===== src/hw/rtl/cbpt_pkg.sv =====
// Package for the cubic Bezier point and tangent evaluator.
// Holds the stage counts and fixed sizes shared by every file; depends on nothing.
package cbpt_pkg;

    // Register stages inside one interpolation unit and inside one rounding unit.
    localparam int LERP_LAT  = 3;
    localparam int ROUND_LAT = 2;

    // Three coordinates per point and four control points per curve segment.
    localparam int NUM_AXES = 3;
    localparam int NUM_CTRL = 4;

endpackage


===== src/hw/rtl/cbpt_lerp.sv =====
// Pipelined exact linear interpolation s*a + t*b with s = 2^F - t.
// Depends on cbpt_pkg for the stage count.
module cbpt_lerp
    import cbpt_pkg::*;
#(
    parameter int W = 16,
    parameter int F = 16
)
(
    input  logic                  clk,
    input  logic                  rst_n,
    input  logic                  vld_i,
    input  logic [F:0]            t,
    input  logic signed [W-1:0]   a,
    input  logic signed [W-1:0]   b,
    output logic                  vld_o,
    output logic signed [W+F-1:0] q
);

    // s*a + t*b is rewritten as a*2^F + t*(b - a), which needs a single product.
    // The difference is split into a low and a high half so that each multiplier
    // stays narrow.
    localparam int DW = W + 1;
    localparam int LO = DW / 2;
    localparam int HW = DW - LO;
    localparam int SW = W + F + 3;

    logic signed [DW-1:0]     d_reg;
    logic signed [DW-1:0]     d_next;
    logic signed [W-1:0]      a0_reg;
    logic signed [W-1:0]      a1_reg;
    logic [F:0]               t0_reg;
    logic [F+LO:0]            plo_reg;
    logic [F+LO:0]            plo_next;
    logic signed [F+HW+1:0]   phi_reg;
    logic signed [F+HW+1:0]   phi_next;
    logic signed [W+F-1:0]    q_reg;
    logic signed [W+F-1:0]    q_next;
    logic signed [SW-1:0]     ext_a;
    logic signed [SW-1:0]     ext_hi;
    logic signed [SW-1:0]     ext_lo;
    logic signed [SW-1:0]     sum;
    logic [LERP_LAT-1:0]      vld_reg;

    always_comb
    begin
        d_next   = DW'(b) - DW'(a);
        plo_next = (F+LO+1)'(t0_reg) * (F+LO+1)'(d_reg[LO-1:0]);
        phi_next = (F+HW+2)'($signed({1'b0, t0_reg}))
                 * (F+HW+2)'($signed(d_reg[DW-1:LO]));
        ext_a    = SW'(a1_reg) <<< F;
        ext_hi   = SW'(phi_reg) <<< LO;
        ext_lo   = SW'($signed({1'b0, plo_reg}));
        sum      = ext_a + ext_hi + ext_lo;
        // The result is a convex blend of a and b, so it always fits W+F bits.
        q_next   = sum[W+F-1:0];
    end

    always_ff @(posedge clk)
    begin
        d_reg   <= d_next;
        a0_reg  <= a;
        t0_reg  <= t;
        plo_reg <= plo_next;
        phi_reg <= phi_next;
        a1_reg  <= a0_reg;
        q_reg   <= q_next;
    end

    always_ff @(posedge clk or negedge rst_n)
    begin
        if (!rst_n)
        begin
            vld_reg <= '0;
        end
        else
        begin
            vld_reg <= {vld_reg[LERP_LAT-2:0], vld_i};
        end
    end

    assign q     = q_reg;
    assign vld_o = vld_reg[LERP_LAT-1];

endmodule


===== config.mk =====
export PLATFORM = sky130hd
export DESIGN_NAME = cbpt_lerp
export DESIGN_NICKNAME = d
export VERILOG_FILES = /design/src/hw/rtl/cbpt_pkg.sv /design/src/hw/rtl/cbpt_lerp.sv
export SDC_FILE = /design/constraint.sdc
export NUM_CORES = 1
export LEC_CHECK = 0
export ABC_AREA = 1
export BUFFER_PORTS_ARGS = -buffer_cell sky130_fd_sc_hd__clkbuf_2
export CORE_UTILIZATION = 45
export DETAILED_ROUTE_END_ITERATION = 6
export GPL_ROUTABILITY_DRIVEN = 0
export HOLD_SLACK_MARGIN = 0.12
export PLACE_DENSITY = 0.73
export SLEW_MARGIN = 0
export SYNTH_ARGS = -nofsm -noshare
export SYNTH_HDL_FRONTEND = slang
export SYNTH_SLANG_ARGS = --single-unit

===== constraint.sdc =====
create_clock -name clk -period 13.4 [get_ports clk]
set_clock_uncertainty 0.15 [all_clocks]
set_input_delay 1.34 -clock clk [delete_from_list [all_inputs] [get_ports clk]]
set_output_delay 1.34 -clock clk [all_outputs]
set_load 0.01 [all_outputs]

# [Word level (Yosys, flattened, before mapping)]
# Cells that the tools add are included.
[totals] out_inout_bits=33 ff_bits=150 wordCells=13 in_bits=52
[classes] mul=2 add_sub_neg=3
[ops] op="adder 32 x 26 -> 32 bit" count=1
[ops] op="adder 32 bit" count=1
[ops] op="multiplier 17 x 8 -> 25 bit" count=1
[ops] op="multiplier 18 x 9 -> 24 bit" count=1
[ops] op="subtractor 16 x 16 -> 17 bit" count=1

# [Longest topological paths before layout]
[depth] ltp_word=2 depth_mapped=23 depth_no_buf=21

# [Worst setup path before layout]
# No wires, ideal clock.
[synth_path] kind="register to register" startpoint="register d_reg[15]" endpoint="register phi_reg[23]" period_less_slack_ns=4.695 arrival_time_ns=4.432 stages_incl_launch_ff=21 path_buffers=2 setup_time_ns=0.113 t_required_ns=13.137 path_slack_ns=8.705 path_cell_list="dfxtp_1 > clkbuf_1 > clkbuf_1 > nand2_1 > fa_1 > fa_1 > inv_1 > fa_1 > fa_1 > fa_1 > ha_1 > nand2_1 > nand2_1 > nand2_1 > nand2_1 > nand2_1 > nand3_1 > nand2_1 > nand2_1 > nand2_1 > nand2_1"
[synth_via] elab_chain_cells=1
[synth_rtl] item="start, declared" line_no="cbpt_lerp.sv:28" text="logic signed [DW-1:0] d_reg;"
[synth_rtl] item="start signal, assigned" line_no="cbpt_lerp.sv:61" text="d_reg <= d_next;"
[synth_rtl] item="multiplier 18 x 9 -> 24 bit" line_no="cbpt_lerp.sv:50" text="* (F+HW+2)'($signed(d_reg[DW-1:LO]));"
[synth_rtl] item="named net phi_next[23]" line_no="cbpt_lerp.sv:36" text="logic signed [F+HW+1:0] phi_next;"
[synth_rtl] item="end signal, assigned" line_no="cbpt_lerp.sv:65" text="phi_reg <= phi_next;"
[synth_rtl] item="end, declared" line_no="cbpt_lerp.sv:35" text="logic signed [F+HW+1:0] phi_reg;"
# The timed path passes the listed nets, and every way through them passes these cells.

# [Worst setup path in the final report]
[layout_path] startpoint="register d_reg[16]" endpoint="register phi_reg[19]"
# Same word-level chain as after synthesis.

==> insert_results.sql <==
INSERT INTO impl_metrics (metric_group, metric, value, unit) VALUES
('timing', 'report.final.slew_viol_count', '0', ''),
('route', 'drtPass1Iterations', '6', ''),
('route', 'detailed_route_wl', '37570', 'um'),
('cells_and_area', 'nFillCells', '3343', ''),
('floorplanning', 'core', '34540', 'um2'),
('cells_and_area', 'mostFrequentLayoutCells', 'sky130_fd_sc_hd__nand2_1, sky130_fd_sc_hd__inv_1, sky130_fd_sc_hd__fa_1', ''),
('timing', 'transition_time_of_the_tightest_slew_check_pin', '0.9000', 'ns'),
('placement', 'portBuffers', '84', ''),
('route', 'vias_per_cell', '4.865', ''),
('timing', 'setup_viol', '0', ''),
('critical_path', 'endpoint_kind', 'flop', ''),
('placement', 'post-dp-hpwl', '30010', 'um'),
('job', 'max-cap-violations', '0', ''),
('clock_network', 'hold_buffers', '0', ''),
('logic_synthesis', 'synth.yosys.warnings', '0', ''),
('clock_network', 'cts.repair_timing.setup_buffer_count', '0', ''),
('global_routing', 'grt_antenna_before_repair', '0', ''),
('global_routing', 'grt.overflow.total', '0', ''),
('critical_path', 'critical_path_required', '13.59', 'ns'),
('floorplanning', 'die-area', '35850', 'um2'),
('route', 'drt_first_iter_violations', '955', ''),
('timing', 'fin_crit', '5.075', 'ns'),
('floorplanning', 'initial_core_util', '45.73', '%'),
('clock_network', 'clockBufferDepth', '2', ''),
('critical_path', 'critical_path.reg2reg.startpoint', 'd_reg[16]', ''),
('timing', 'final.period_utilization', '37.87', '%'),
('hold_path', 'holdCritPathClass', 'flop to flop', ''),
('clock_network', 'ctsRootBufferMaster', 'sky130_fd_sc_hd__clkbuf_16', ''),
('critical_path', 'crit_path_start', 'd_reg[16]', ''),
('route', 'route.layer.met1.wl', '15740', 'um'),
('logic_synthesis', 'synth.net_count', '2576', ''),
('cells_and_area', 'share_of_post_route_cells_with_drive_strength_above_1', '6.010', '%'),
('clock_network', 'post_cts.resized_instances', '0', ''),
('logic_synthesis', 'synth.ff_latch_count', '150', ''),
('route', 'wire_per_inst', '14.08', 'um'),
('route', 'route.vias.total', '12980', ''),
('global_routing', 'gr-usage-all-layers', '22.47', '%'),
('critical_path', 'timing.critical_path.fanout_max', '15', ''),
('floorplanning', 'pin_count', '85', ''),
('critical_path', 'timing.setup.critical_path_class', 'flop to flop', ''),
('timing', 'finalHoldViolations', '0', ''),
('route', 'top_signal_layer_used', 'met4', ''),
('clock_network', 'path_clk_slew', '0.07', 'ns'),
('clock_network', 'tritoncts', 'done', ''),
('timing', 'max_freq', '0.1971', 'GHz'),
('cells_and_area', 'design.final.nets', '2612', ''),
('critical_path', 'start_kind', 'flop', ''),
('floorplanning', 'die-width', '189.4', 'um'),
('clock_network', 'clkSinkCount', '150', ''),
('route', 'final_antenna_net_count', '0', ''),
('global_routing', 'grt_first_pass_wirelength', '63520', 'um'),
('cells_and_area', 'syn2layout_area_growth', '8.531', '%'),
('hold_path', 'min-delay-start', 'a0_reg[5]', ''),
('route', 'drt_drc_violations_left', '0', ''),
('timing', 'setup_total_negative_slack', '0', 'ns'),
('outcome', 'run_status', 'completed', ''),
('logic_synthesis', 'post_synth_num_cell_types', '30', ''),
('timing', 'slew_headroom', '39.92', '%'),
('clock_network', 'worst_skew_pair.late_latency', '0.47', 'ns'),
('logic_synthesis', 'synth-seq-area-share', '19.11', '%'),
('cells_and_area', 'antenna_cells_inserted', '0', ''),
('floorplanning', 'num_rows', '68', ''),
('route', 'route.met2.wl', '18360', 'um'),
('logic_synthesis', 'synth.avg_cell_area', '7.299', 'um2'),
('global_routing', 'via_count_of_the_first_global_routing_pass', '13330', ''),
('floorplanning', 'die-height', '189.4', 'um'),
('timing', 'rsz0062_at_grt', 'no', ''),
('cells_and_area', 'layout_commonest_cell', 'sky130_fd_sc_hd__nand2_1', ''),
('logic_synthesis', 'post_synth_instance_area', '15800', 'um2'),
('global_routing', 'grt_max_degree', '19', ''),
('cells_and_area', 'max_reg_flops', '32', ''),
('critical_path', 'arrival_worst_endpoint', '5.27', 'ns'),
('clock_network', 'htree_levels', '4', ''),
('clock_network', 'numCtsBuffers', '17', ''),
('route', 'met3_length', '2279', 'um'),
('logic_synthesis', 'syn-instance-count', '2164', '');
[final timing paths]
path                       slack, ns           to  depth (start not counted)
max                             8.33  phi_reg[19]                         19
min                             0.18    a1_reg[5]                          0
max reg2reg                     8.33  phi_reg[19]                         19
min reg2reg                     0.18    a1_reg[5]                          0
max in group asynchronous      12.47   vld_reg[2]                          1
min in group asynchronous       0.52   vld_reg[1]                          1
[synth_stat cells]
cell | instances | area (um2)
sky130_fd_sc_hd__a21oi_1 | 52 | 260.3
sky130_fd_sc_hd__and2_1 | 1 | 6.260
sky130_fd_sc_hd__and2_2 | 1 | 7.510
sky130_fd_sc_hd__buf_2 | 1 | 5.000
sky130_fd_sc_hd__clkbuf_1 | 66 | 247.7
sky130_fd_sc_hd__dfrtp_1 | 3 | 75.07
sky130_fd_sc_hd__dfxtp_1 | 147 | 2943
sky130_fd_sc_hd__fa_1 | 207 | 4144
sky130_fd_sc_hd__ha_1 | 153 | 1914
sky130_fd_sc_hd__inv_1 | 538 | 2019
sky130_fd_sc_hd__nand2_1 | 714 | 2680
sky130_fd_sc_hd__nand2_2 | 4 | 25.02
sky130_fd_sc_hd__nand3_1 | 83 | 415.4
sky130_fd_sc_hd__nand3_2 | 1 | 10.01
sky130_fd_sc_hd__nand3b_1 | 1 | 7.510
sky130_fd_sc_hd__nand4_1 | 15 | 93.84
sky130_fd_sc_hd__nor2_1 | 103 | 386.6
sky130_fd_sc_hd__nor2_2 | 2 | 12.51
sky130_fd_sc_hd__nor2_4 | 1 | 11.26
sky130_fd_sc_hd__nor3_1 | 3 | 15.01
sky130_fd_sc_hd__nor3b_1 | 2 | 15.01
sky130_fd_sc_hd__nor4_1 | 3 | 18.77
sky130_fd_sc_hd__o21a_1 | 1 | 7.510
sky130_fd_sc_hd__o21ai_0 | 15 | 75.07
sky130_fd_sc_hd__o21ai_2 | 2 | 17.52
sky130_fd_sc_hd__o21bai_1 | 2 | 15.01
sky130_fd_sc_hd__o21bai_2 | 1 | 11.26
sky130_fd_sc_hd__or2_2 | 5 | 31.28
sky130_fd_sc_hd__xnor2_1 | 6 | 52.55
sky130_fd_sc_hd__xor2_1 | 31 | 271.5
[worst max-delay path: stages, from the launching register on]
cell                      delay, ns
sky130_fd_sc_hd__dfxtp_1       0.42
sky130_fd_sc_hd__inv_1         0.25
sky130_fd_sc_hd__or2_2         0.37
sky130_fd_sc_hd__fa_1          0.51
sky130_fd_sc_hd__fa_1          0.55
sky130_fd_sc_hd__inv_1         0.06
sky130_fd_sc_hd__fa_1          0.50
sky130_fd_sc_hd__fa_1          0.57
sky130_fd_sc_hd__fa_1          0.42
sky130_fd_sc_hd__ha_1          0.37
sky130_fd_sc_hd__nand2_1       0.12
sky130_fd_sc_hd__nand2_1       0.06
sky130_fd_sc_hd__nand2_1       0.05
sky130_fd_sc_hd__nand2_1       0.06
sky130_fd_sc_hd__nand2_1       0.06
sky130_fd_sc_hd__nand3_1       0.15
sky130_fd_sc_hd__nand2_1       0.13
sky130_fd_sc_hd__nand2_1       0.06
sky130_fd_sc_hd__nand2_1       0.05
sky130_fd_sc_hd__nand2_1       0.05
[through the flow]
step / utilization, % / hold WS (ns) / setup slack, ns / cell area [um2] / std cells
final: 49.63 / 0.1782 / 8.326 / 17140 / 2668
after global routing: 49.63 / 0.1822 / 7.992 / 17140 / 2668
after CTS: 49.63 / 0.1782 / 8.313 / 17140 / 2668
after detailed placement: 47.86 / 0.1621 / 8.337 / 16530 / 2636
after global placement: 47.86 / 0.1601 / 8.408 / 16530 / 2636
after floorplan: - / 0.1596 / 8.705 / 15800 / 2164
[layout make-up]
class                   instances  area (um2)  area share [%]
repair buffers                 84       420.4           2.452
clock inverters                15       185.2           1.080
well taps                     455       569.3           3.321
inverters                     538        2019           11.78
multi-input cells            1409       10510           61.28
clock buffers                  17       425.4           2.482
flip-flops and latches        150        3018           17.60
[layer usage]
| layer | vias to the layer above | GRT usage, % |
|---|---|---|
| met5 | - | 0 |
| met4 | 0 | 8.964 |
| met3 | 71 | 3.429 |
| met2 | 440 | 39.61 |
| met1 | 6109 | 27.38 |
| li1 | 6360 | - |
[kinds of logic after synthesis]
logic type	after synthesis	synth area share [%]
buffers and inverters	605	14.39
xor gates and xnor gates	37	2.052
DFF	150	19.11
adders and majority gates	360	38.36
AOI/OAI and AO/OA	73	2.448
and+or+nand+nor	939	23.65
Power is not shown: default switching activity piles up to over one toggle a cycle in this logic, so the estimate is an artifact.
