--- src/hw/rtl/cbpt_pkg.sv ---
// Package for the cubic Bezier point and tangent evaluator.
// Holds the stage counts and fixed sizes shared by every file; depends on nothing.
package cbpt_pkg;

    // Register stages inside one interpolation unit and inside one rounding unit.
    localparam int LERP_LAT  = 3;
    localparam int ROUND_LAT = 2;

    // Three coordinates per point and four control points per curve segment.
    localparam int NUM_AXES = 3;
    localparam int NUM_CTRL = 4;

endpackage

--- src/hw/rtl/cbpt_round.sv ---
// Two-stage round to nearest (ties upward) by a power of two, then saturation.
// Depends on cbpt_pkg for the stage count.
module cbpt_round
    import cbpt_pkg::*;
#(
    parameter int IN_W  = 64,
    parameter int SHIFT = 48,
    parameter int OUT_W = 16
)
(
    input  logic                    clk,
    input  logic                    rst_n,
    input  logic                    vld_i,
    input  logic signed [IN_W-1:0]  x,
    output logic                    vld_o,
    output logic signed [OUT_W-1:0] q
);

    localparam int QW = IN_W + 1 - SHIFT;
    localparam logic signed [IN_W:0] HALF =
        {{(IN_W+1-SHIFT){1'b0}}, 1'b1, {(SHIFT-1){1'b0}}};
    localparam logic signed [OUT_W-1:0] MAX_V = {1'b0, {(OUT_W-1){1'b1}}};
    localparam logic signed [OUT_W-1:0] MIN_V = {1'b1, {(OUT_W-1){1'b0}}};

    logic signed [IN_W:0]    y_reg;
    logic signed [IN_W:0]    y_next;
    logic [QW-1:0]           fl;
    logic [QW-OUT_W:0]       top_bits;
    logic signed [OUT_W-1:0] q_reg;
    logic signed [OUT_W-1:0] q_next;
    logic [ROUND_LAT-1:0]    vld_reg;

    always_comb
    begin
        y_next   = (IN_W+1)'(x) + HALF;
        // Taking the upper bits of a two's complement value is a floor division.
        fl       = y_reg[IN_W:SHIFT];
        top_bits = fl[QW-1:OUT_W-1];
        if ((&top_bits) || !(|top_bits))
        begin
            q_next = fl[OUT_W-1:0];
        end
        else if (fl[QW-1])
        begin
            q_next = MIN_V;
        end
        else
        begin
            q_next = MAX_V;
        end
    end

    always_ff @(posedge clk)
    begin
        y_reg <= y_next;
        q_reg <= q_next;
    end

    always_ff @(posedge clk or negedge rst_n)
    begin
        if (!rst_n)
        begin
            vld_reg <= '0;
        end
        else
        begin
            vld_reg <= {vld_reg[ROUND_LAT-2:0], vld_i};
        end
    end

    assign q     = q_reg;
    assign vld_o = vld_reg[ROUND_LAT-1];

endmodule

--- config.mk ---
export PLATFORM = sky130hd
export DESIGN_NAME = cbpt_round
export DESIGN_NICKNAME = d
export VERILOG_FILES = /design/src/hw/rtl/cbpt_pkg.sv /design/src/hw/rtl/cbpt_round.sv
export SDC_FILE = /design/constraint.sdc
export NUM_CORES = 1
export LEC_CHECK = 0
export ABC_CLOCK_PERIOD_IN_PS = 1300
export BUFFER_PORTS_ARGS = -buffer_cell sky130_fd_sc_hd__buf_2
export CORE_ASPECT_RATIO = 0.5
export CORE_MARGIN = 5
export CORE_UTILIZATION = 36
export DETAILED_ROUTE_END_ITERATION = 8
export PLACE_DENSITY = 0.78
export SYNTH_ARGS = -nofsm -noshare
export SYNTH_HDL_FRONTEND = slang
export SYNTH_SLANG_ARGS = --single-unit
--- constraint.sdc ---
create_clock -name clk -period 1.3 [get_ports clk]
set_input_delay 0.13 -clock clk [delete_from_list [all_inputs] [get_ports clk]]
set_output_delay 0.13 -clock clk [all_outputs]
set_load 0.1 [all_outputs]
# Word level (Yosys, flattened, before mapping)
# Index checks and enable logic that the tools add are counted.
# word_totals
word_cells	10
memories	0
mem_bits_ro	0
ramBits	0
reg_bits	83
latch_bits	0
# op_classes
n_div	0
shifts	0
eq_ne	0
add_sub_neg	1
n_mul	0
bitwise_logic	0
order_cmp	0
muxes	2
reduce_logical	4
# op_table
operator	n
$add 64x49->65 const B	1
$mux 16	2
$reduce_and 2->1	1
$reduce_or 2->1	1
$logic_not 1->1	1
$logic_or 1x1->1	1

# Logic depth before layout (Yosys ltp)
# Gate-level depths: netlist of run 1.
# depth
word_depth	4
depth_mapped	6

# Worst setup path after synthesis of run 1
# Ideal clock, no wire load.
# synth_path
path_kind	register to register
startpoint	register y_reg[63]
endpoint	register q_reg[10] (netlist: q[10])
required_time_ns	1.242
stages_incl_launch_ff	7
path_buffers	2
synth_period_minus_slack_ns	1.396
arrival_time_ns	1.339
setup_slack_ns	-0.096
cell_sequence	dfxtp_1 -> inv_1 -> ha_1 -> clkbuf_1 -> nor2_1 -> buf_2 -> a21o_1
# synth_between
elab_chain_len	4
word_cells_on_any_way	5
cone_classes	1 x mux; 4 x reduce/logical
# synth_lines
item	line_no	text
from (decl)	cbpt_round.sv:25	logic signed [IN_W:0] y_reg;
from (signal assigned)	cbpt_round.sv:55	y_reg <= y_next;
$reduce_or 2->1	cbpt_round.sv:39	if ((&top_bits) || !(|top_bits))
$logic_not 1->1	cbpt_round.sv:39	
$logic_or 1x1->1 (*)	cbpt_round.sv:39	
$mux 16 (*)	cbpt_round.sv:39	
via q_next[10]	cbpt_round.sv:30	logic signed [OUT_W-1:0] q_next;
to (signal assigned)	cbpt_round.sv:56	q_reg <= q_next;
to (decl)	cbpt_round.sv:29	logic signed [OUT_W-1:0] q_reg;
# Mark *: on every way through the listed nets, which the timed path passes. The rest lies on a longest branch.

# Final worst setup path of run 1
# layout_path
startpoint	register y_reg[63]
endpoint	register q_reg[14] (netlist: q[14])
# Same word-level chain as after synthesis.

==> results.sh, run 1 <==
export IMPL_grt_usage_pct=11.0
export IMPL_cts_max_path_buffers=2
export IMPL_nets=215
export IMPL_die_x_um=91.8
export IMPL_grt_overflow_total=0
export IMPL_setup_viol=0
export IMPL_endpoint="q[14]$_DFF_P_"
export IMPL_hold_slack_ns=0.0605
export IMPL_rrSetupSlack_ns=0.08
export IMPL_fp_dieArea_sq_mm=0.00467
export IMPL_final_cells=186
export IMPL_num_vias=843
export IMPL_syn_inst=99
export IMPL_grt_pass1_wl_um=4010
export IMPL_cpPeakStageDelay_ns=0.34
export IMPL_via_per_inst=4.53
export IMPL_wl_per_cell_um=12.0
export IMPL_portBuffers=36
export IMPL_cts_htree_levels=2
export IMPL_largest_reg_flops=17
export IMPL_ant_nets=0
export IMPL_worstSetupStartpointType="register"
export IMPL_cp_arrival_ns=1.39
export IMPL_cts_tree="yes"
export IMPL_ys_seq_elements=35
export IMPL_final_cell_mix="36 x buf_2, 33 x dfxtp_1, 15 x a21o_1"
export IMPL_ios=84
export IMPL_rows=14
export IMPL_clk_pin_slew_ns=0.07
export IMPL_setup_slack_ns=0.0786
export IMPL_critical_path_required_ns=1.47
export IMPL_crit_type="register to register"
export IMPL_gp_congestion=0.699
export IMPL_drt_wl_total_um=2230
export IMPL_insertion_delay_ns=0.28
export IMPL_clock_sinks=35
export IMPL_yosysUniqueCellTypes=21
export IMPL_final_layout_size_suffix_gt1_share_pct=37.0
export IMPL_tightest_slew_ns=0.492
export IMPL_nFillCells=273
export IMPL_cp_end_kind="register"
export IMPL_path_cells="inv_1 -> ha_1 -> buf_4 -> a21o_1"
export IMPL_p_leak_uw=0.000789
export IMPL_synth_area_mux_share_pct=0
export IMPL_yosys_warnings=0
export IMPL_cp_depth=4
export IMPL_drcViolationCount=0
export IMPL_min_period_ns=1.22
export IMPL_dpl_hpwl_um=1730
export IMPL_clockRootBuffer="clkbuf_8"
export IMPL_startpoint="y_reg[63]$_DFF_P_"
export IMPL_r2r_end="q[14]$_DFF_P_"
export IMPL_coreArea_sq_mm=0.00310
export IMPL_start_util_pct=38.9
export IMPL_finalInstanceArea_sq_mm=0.00158
export IMPL_synthAdderAreaFrac_pct=3.12
export IMPL_status="finished, final reports clean"
export IMPL_synth_nets=169
export IMPL_final_max_slew_viol_count=0
export IMPL_grt_max_degree=16
export IMPL_seq_area_frac_synth_pct=59.0
export IMPL_powerDensity_mw_per_mm2=1680
export IMPL_min_path_type="primary input to register"
export IMPL_netlist_area_sq_mm=0.00120
export IMPL_synth_compound_gate_area_share_pct=9.97
export IMPL_numPlacedInstances=175
export IMPL_pre_cts_slack_ns=-0.0910
export IMPL_synth_xor_area_share_pct=10.9
export IMPL_synth_top_family_by_area="simple AND/OR/NAND/NOR gates"
export IMPL_first_pass_iters=4
export IMPL_diodes=0
export IMPL_dpl_instance_area_sq_mm=0.00145
export IMPL_hold_viol_final=0
export IMPL_finalCritPeriodShare_pct=94.0
export IMPL_die_h_um=50.9
export IMPL_worst_path_buf_inv=2
export IMPL_cp_slowest_cell="dfxtp_1"
export IMPL_clock_skew_ns=0.00457
export IMPL_maxCapViolations=0
export IMPL_timing_rr_start="y_reg[63]$_DFF_P_"
export IMPL_first_global_vias=899
export IMPL_r2r_cells=4
export IMPL_max_slew_margin_pct=67.4
export IMPL_numCtsBuffers=5
export IMPL_drt_iter0_markers=26
export IMPL_syn_mean_instance_area_sq_um=12.2
export IMPL_antenna_found_initial=0
export IMPL_area_growth_syn_to_layout_pct=31.3
export IMPL_yosys_area_share_simple_pct=15.4
export IMPL_layout_commonest_cell="buf_2"
export IMPL_rsz0062_at_grt="false"
export IMPL_irDropWorstVdd_mv=0.484
export IMPL_path_max_fanout=15
export IMPL_cpLargestDelayFamily="flip-flops"
export IMPL_max_clock_freq_mhz=819
worst reg2reg max path, cell delays in order, from the launching register on:
cell	delay [ns]
dfxtp_1	0.34
inv_1	0.05
ha_1	0.34
buf_4	0.21
a21o_1	0.18
repair_timing:
action                                 in CTS  in global routing
hold buffers                                2                  0
buffers inserted                            0                  1
endpoints found under the hold margin       3                  0
pin swaps                                   0                  1
setup endpoints to repair                  15                  1
resized for setup                           1                  0
per-layer routing:
layer / track usage (%) / share of wire [%] / up-vias
met4: 5.17 / 1.5 / 0
met2: 21.0 / 56 / 18
met1: 11.2 / 38 / 393
met5: 0 / 0 / -
li1: - / - / 428
met3: 3.37 / 4.4 / 4
layout make-up:
cell class	count	area (sq um)	share of cell area [%]
clock buffer	5	68.8	4.35
clock inverter	3	20.0	1.27
inverter	2	7.51	0.475
multi-input combinational	59	482	30.5
tap	40	50.0	3.16
timing repair buffer	42	243	15.3
sequential	35	711	44.9
Yosys cell counts (all sizes together):
master / instances / area [sq um]
dfxtp: 33 / 661
nor3: 1 / 5.00
nand4: 2 / 27.5
and3: 1 / 6.26
nand3: 6 / 42.5
a21o: 15 / 113
xor2: 7 / 61.3
dfrtp: 2 / 50.1
and4: 2 / 17.5
nand2: 6 / 22.5
or2: 1 / 6.26
a21boi: 1 / 7.51
nor2: 4 / 15.0
xnor2: 8 / 70.1
nor4: 2 / 42.5
clkbuf: 2 / 7.51
ha: 3 / 37.5
buf: 1 / 5.00
inv: 2 / 7.51
worst min-delay path by stage:
stage | start | endpoint | slack [ns] | cells after the start
floorplan | rst_n | vld_reg[0]$_DFF_PN0_ | -0.17 | 0
global placement | rst_n | vld_reg[0]$_DFF_PN0_ | -0.08 | 1
detailed placement | rst_n | vld_reg[0]$_DFF_PN0_ | -0.08 | 1
CTS | x[63] | y_reg[63]$_DFF_P_ | 0.06 | 2
global route | x[63] | y_reg[63]$_DFF_P_ | 0.05 | 2
finish | x[58] | y_reg[58]$_DFF_P_ | 0.06 | 2
where the power goes:
group	internal (uW)	switching [uW]
registers	1170	23.7
logic	143	580
clock network	372	363
per-stage QoR:
stage          utilization (%)  power [uW]  TNS [ns]
6_report                  51.0        2650         0
5_1_grt                   51.0        2780         0
4_1_cts                   50.4        2660         0
3_5_place_dp              46.7        1930     -1.14
3_3_place_gp              46.7        1910    -0.349
2_1_floorplan                -        1780         0
logic make-up (layout without fill, tap and decap cells):
| logic type | after synthesis | after routing |
|---|---|---|
| AO/OA/AOI/OAI | 16 | 16 |
| flip-flops | 35 | 35 |
| buffers and inverters | 5 | 52 |
| XOR/XNOR | 15 | 15 |
| AND/OR/NAND/NOR | 25 | 25 |
| adder cells (fa/ha/maj) | 3 | 3 |
Power figures use the tool's default switching activity.
==> inputs of run 2 (changes only) <==
--- a/config.mk
+++ b/config.mk
@@ -5,11 +5,12 @@
 export SDC_FILE = /design/constraint.sdc
 export NUM_CORES = 1
 export LEC_CHECK = 0
+export ABC_AREA = 1
 export ABC_CLOCK_PERIOD_IN_PS = 1300
 export BUFFER_PORTS_ARGS = -buffer_cell sky130_fd_sc_hd__buf_2
 export CORE_ASPECT_RATIO = 0.5
 export CORE_MARGIN = 5
-export CORE_UTILIZATION = 36
+export CORE_UTILIZATION = 37
 export DETAILED_ROUTE_END_ITERATION = 8
 export PLACE_DENSITY = 0.78
 export SYNTH_ARGS = -nofsm -noshare
==> results.sh, run 2 <==
export IMPL_status="finished, final reports clean"
export IMPL_final_layout_size_suffix_gt1_share_pct=30.3
export IMPL_die_x_um=94.9
export IMPL_diodes=0
export IMPL_rrSetupSlack_ns=0.17
export IMPL_syn_mean_instance_area_sq_um=8.60
export IMPL_min_period_ns=1.14
export IMPL_max_slew_margin_pct=67.5
export IMPL_first_pass_iters=4
export IMPL_r2r_end="q[0]$_DFF_P_"
export IMPL_drt_wl_total_um=2530
export IMPL_post_route_util_pct=48.4
export IMPL_nets=268
export IMPL_grt_pass1_wl_um=4420
export IMPL_hold_depth=2
export IMPL_clock_sinks=35
export IMPL_start_util_pct=38.6
export IMPL_rows=15
export IMPL_ant_nets=0
export IMPL_tightest_slew_ns=0.491
export IMPL_layout_commonest_cell="nand2_1"
export IMPL_pwr_share_comb_pct=27.1
export IMPL_portBuffers=36
export IMPL_maxCapViolations=0
export IMPL_r2r_cells=4
export IMPL_seq_area_frac_synth_pct=53.3
export IMPL_yosysMostFrequentCell="nand2_1"
export IMPL_cts_setup_buffers=0
export IMPL_path_cells="buf_2"
export IMPL_final_max_slew_viol_count=0
export IMPL_hold_viol_final=0
export IMPL_grt_overflow_total=0
export IMPL_synth_edf_count=0
export IMPL_cts_max_path_buffers=2
export IMPL_timing_setup_tns_ns=0
export IMPL_worstSetupStartpointType="register"
export IMPL_synth_top_area_cell="dfxtp_1"
export IMPL_path_max_fanout=1
export IMPL_gp_congestion=0.801
export IMPL_synth_top_area_share_pct=49.6
export IMPL_via_per_inst=4.24
export IMPL_insertion_delay_ns=0.28
export IMPL_worst_path_buf_inv=1
export IMPL_clock_skew_ns=0.00724
export IMPL_crit_type="register to output port"
export IMPL_drt_iter0_markers=33
export IMPL_setup_viol=0
export IMPL_synthFlopType="dfxtp_1"
export IMPL_p_leak_uw=0.000849
export IMPL_min_from="x[57]"
export IMPL_cpLargestDelayFamily="buffers and inverters"
export IMPL_intPower_uw=1710
export IMPL_first_global_vias=1071
export IMPL_power_frac_seq_pct=44.7
export IMPL_p_sw_uw=963
export IMPL_cts_tree="yes"
export IMPL_netlist_area_sq_mm=0.00133
export IMPL_ys_seq_elements=35
export IMPL_synthArstFlopShare_pct=5.71
export IMPL_power_uw=2670
export IMPL_num_vias=1055
export IMPL_synth_area_top_cells="dfxtp_1 50%, nand2_1 16%, dfrtp_1 3.8%, nor2_4 3.4%, xor2_1 3.3%"
export IMPL_cp_end_kind="output port"
export IMPL_min_path_type="primary input to register"
export IMPL_yosys_warnings=0
export IMPL_cp_arrival_ns=1.01
export IMPL_p_clk_share_pct=28.3
export IMPL_cp_slowest_cell="buf_2"
export IMPL_yosysUniqueCellTypes=20
export IMPL_grt_max_degree=16
export IMPL_ios=84
export IMPL_hold_end="y_reg[57]$_DFF_P_"
export IMPL_timing_rr_start="y_reg[63]$_DFF_P_"
export IMPL_powerDensity_mw_per_mm2=1600
export IMPL_nFillCells=338
export IMPL_grt_usage_pct=12.0
export IMPL_clockRootBuffer="clkbuf_8"
export IMPL_wl_per_cell_um=10.2
export IMPL_irDropWorstVdd_mv=0.567
export IMPL_max_clock_freq_mhz=879
export IMPL_antenna_found_initial=0
export IMPL_fp_dieArea_sq_mm=0.00497
export IMPL_drcViolationCount=0
export IMPL_final_cell_mix="58 x nand2_1, 36 x buf_2, 33 x dfxtp_1"
export IMPL_area_growth_syn_to_layout_pct=25.5
export IMPL_syn_inst=155
export IMPL_rsz0062_at_grt="false"
export IMPL_clk_pin_slew_ns=0.07
export IMPL_largest_reg_flops=17
export IMPL_dpl_hpwl_um=2050
export IMPL_cpPeakStageDelay_ns=0.42
export IMPL_synth_commonest_cells="58 x nand2_1, 33 x dfxtp_1, 10 x inv_1"
export IMPL_finalCritPeriodShare_pct=87.5
export IMPL_critical_path_required_ns=1.17
export IMPL_numCtsBuffers=5
export IMPL_die_h_um=52.4
export IMPL_synth_nets=225
export IMPL_coreArea_sq_mm=0.00345
export IMPL_cts_htree_levels=2
export IMPL_switching_share_pct=36.0
run 2: cell types whose count changed in the layout (fill, tap and decap cells not counted), moves of 3 or more:
cell / previous run / this run
nand2_1: 6 / 58
a21o_1: 15 / 0
inv_1: 2 / 10
nor2_1: 3 / 9
nand2_2: 0 / 4
nand4_1: 1 / 5
nor2_2: 0 / 4
xnor2_1: 8 / 4
nor2_4: 1 / 4
run 2: worst max path at each step:
| stage | start | depth (start not counted) | slack [ns] | to |
|---|---|---|---|---|
| 3_5_place_dp | y_reg[63]$_DFF_P_ | 4 | -0.009 | q[5]$_DFF_P_ |
| 2_1_floorplan | y_reg[63]$_DFF_P_ | 6 | 0.03 | q[10]$_DFF_P_ |
| 4_1_cts | q[14]$_DFF_P_ | 1 | 0.14 | q[14] |
| 5_1_grt | y_reg[63]$_DFF_P_ | 5 | 0.11 | q[5]$_DFF_P_ |
| 6_report | q[14]$_DFF_P_ | 1 | 0.16 | q[14] |
| 3_3_place_gp | y_reg[63]$_DFF_P_ | 4 | 0.06 | q[7]$_DFF_P_ |
run 2: cells by family after synthesis:
| group | count (synthesis) | share of synthesized area, % |
|---|---|---|
| buffers and inverters | 13 | 4.41 |
| adder cells (fa/ha/maj) | 3 | 2.82 |
| XOR/XNOR | 9 | 5.92 |
| flip-flops | 35 | 53.3 |
| AO/OA/AOI/OAI | 2 | 0.751 |
| AND/OR/NAND/NOR | 93 | 32.8 |
run 2: routing by layer:
metal | global-route usage, % | up-vias | routed length (um)
met3 | 4.59 | 6 | 151
met5 | 0 | - | 0
met1 | 12.8 | 467 | 1060
met4 | 7.89 | 0 | 63
met2 | 20.2 | 20 | 1250
li1 | - | 562 | -
run 2: power by group through the flow:
stage | clock network [uW] | registers [uW] | logic (uW)
2_1_floorplan | 0 | 1670 | 129
3_3_place_gp | 0 | 1220 | 710
3_5_place_dp | 0 | 1220 | 720
4_1_cts | 780 | 1190 | 728
5_1_grt | 839 | 1200 | 763
6_report | 755 | 1190 | 723
run 2: per-stage QoR:
stage               setup WS (ns)  hold slack [ns]  cells  cell area (sq um)
detailed placement       -0.00936          -0.0808    240               1560
global placement           0.0632          -0.0845    240               1560
global route                0.108           0.0749    249               1670
finish                      0.162           0.0781    249               1670
floorplan                  0.0265           -0.166    155               1330
CTS                         0.143           0.0661    249               1670
run 2: what timing repair did:
item                                    4_1_cts  5_1_grt
resized for setup                             1        0
hold buffers                                  2        0
endpoints found under the hold margin         3        0
endpoints found under the setup margin        3        0
run 2: final cells by class:
type,instances,area [sq um],share of cell area [%]
Clock buffer,6,82.6,4.94
Sequential cell,35,711,42.5
Inverter,10,37.5,2.24
Multi-Input combinational cell,107,566,33.8
Tap cell,51,63.8,3.81
Timing Repair Buffer,39,208,12.4
Clock inverter,1,5.00,0.299
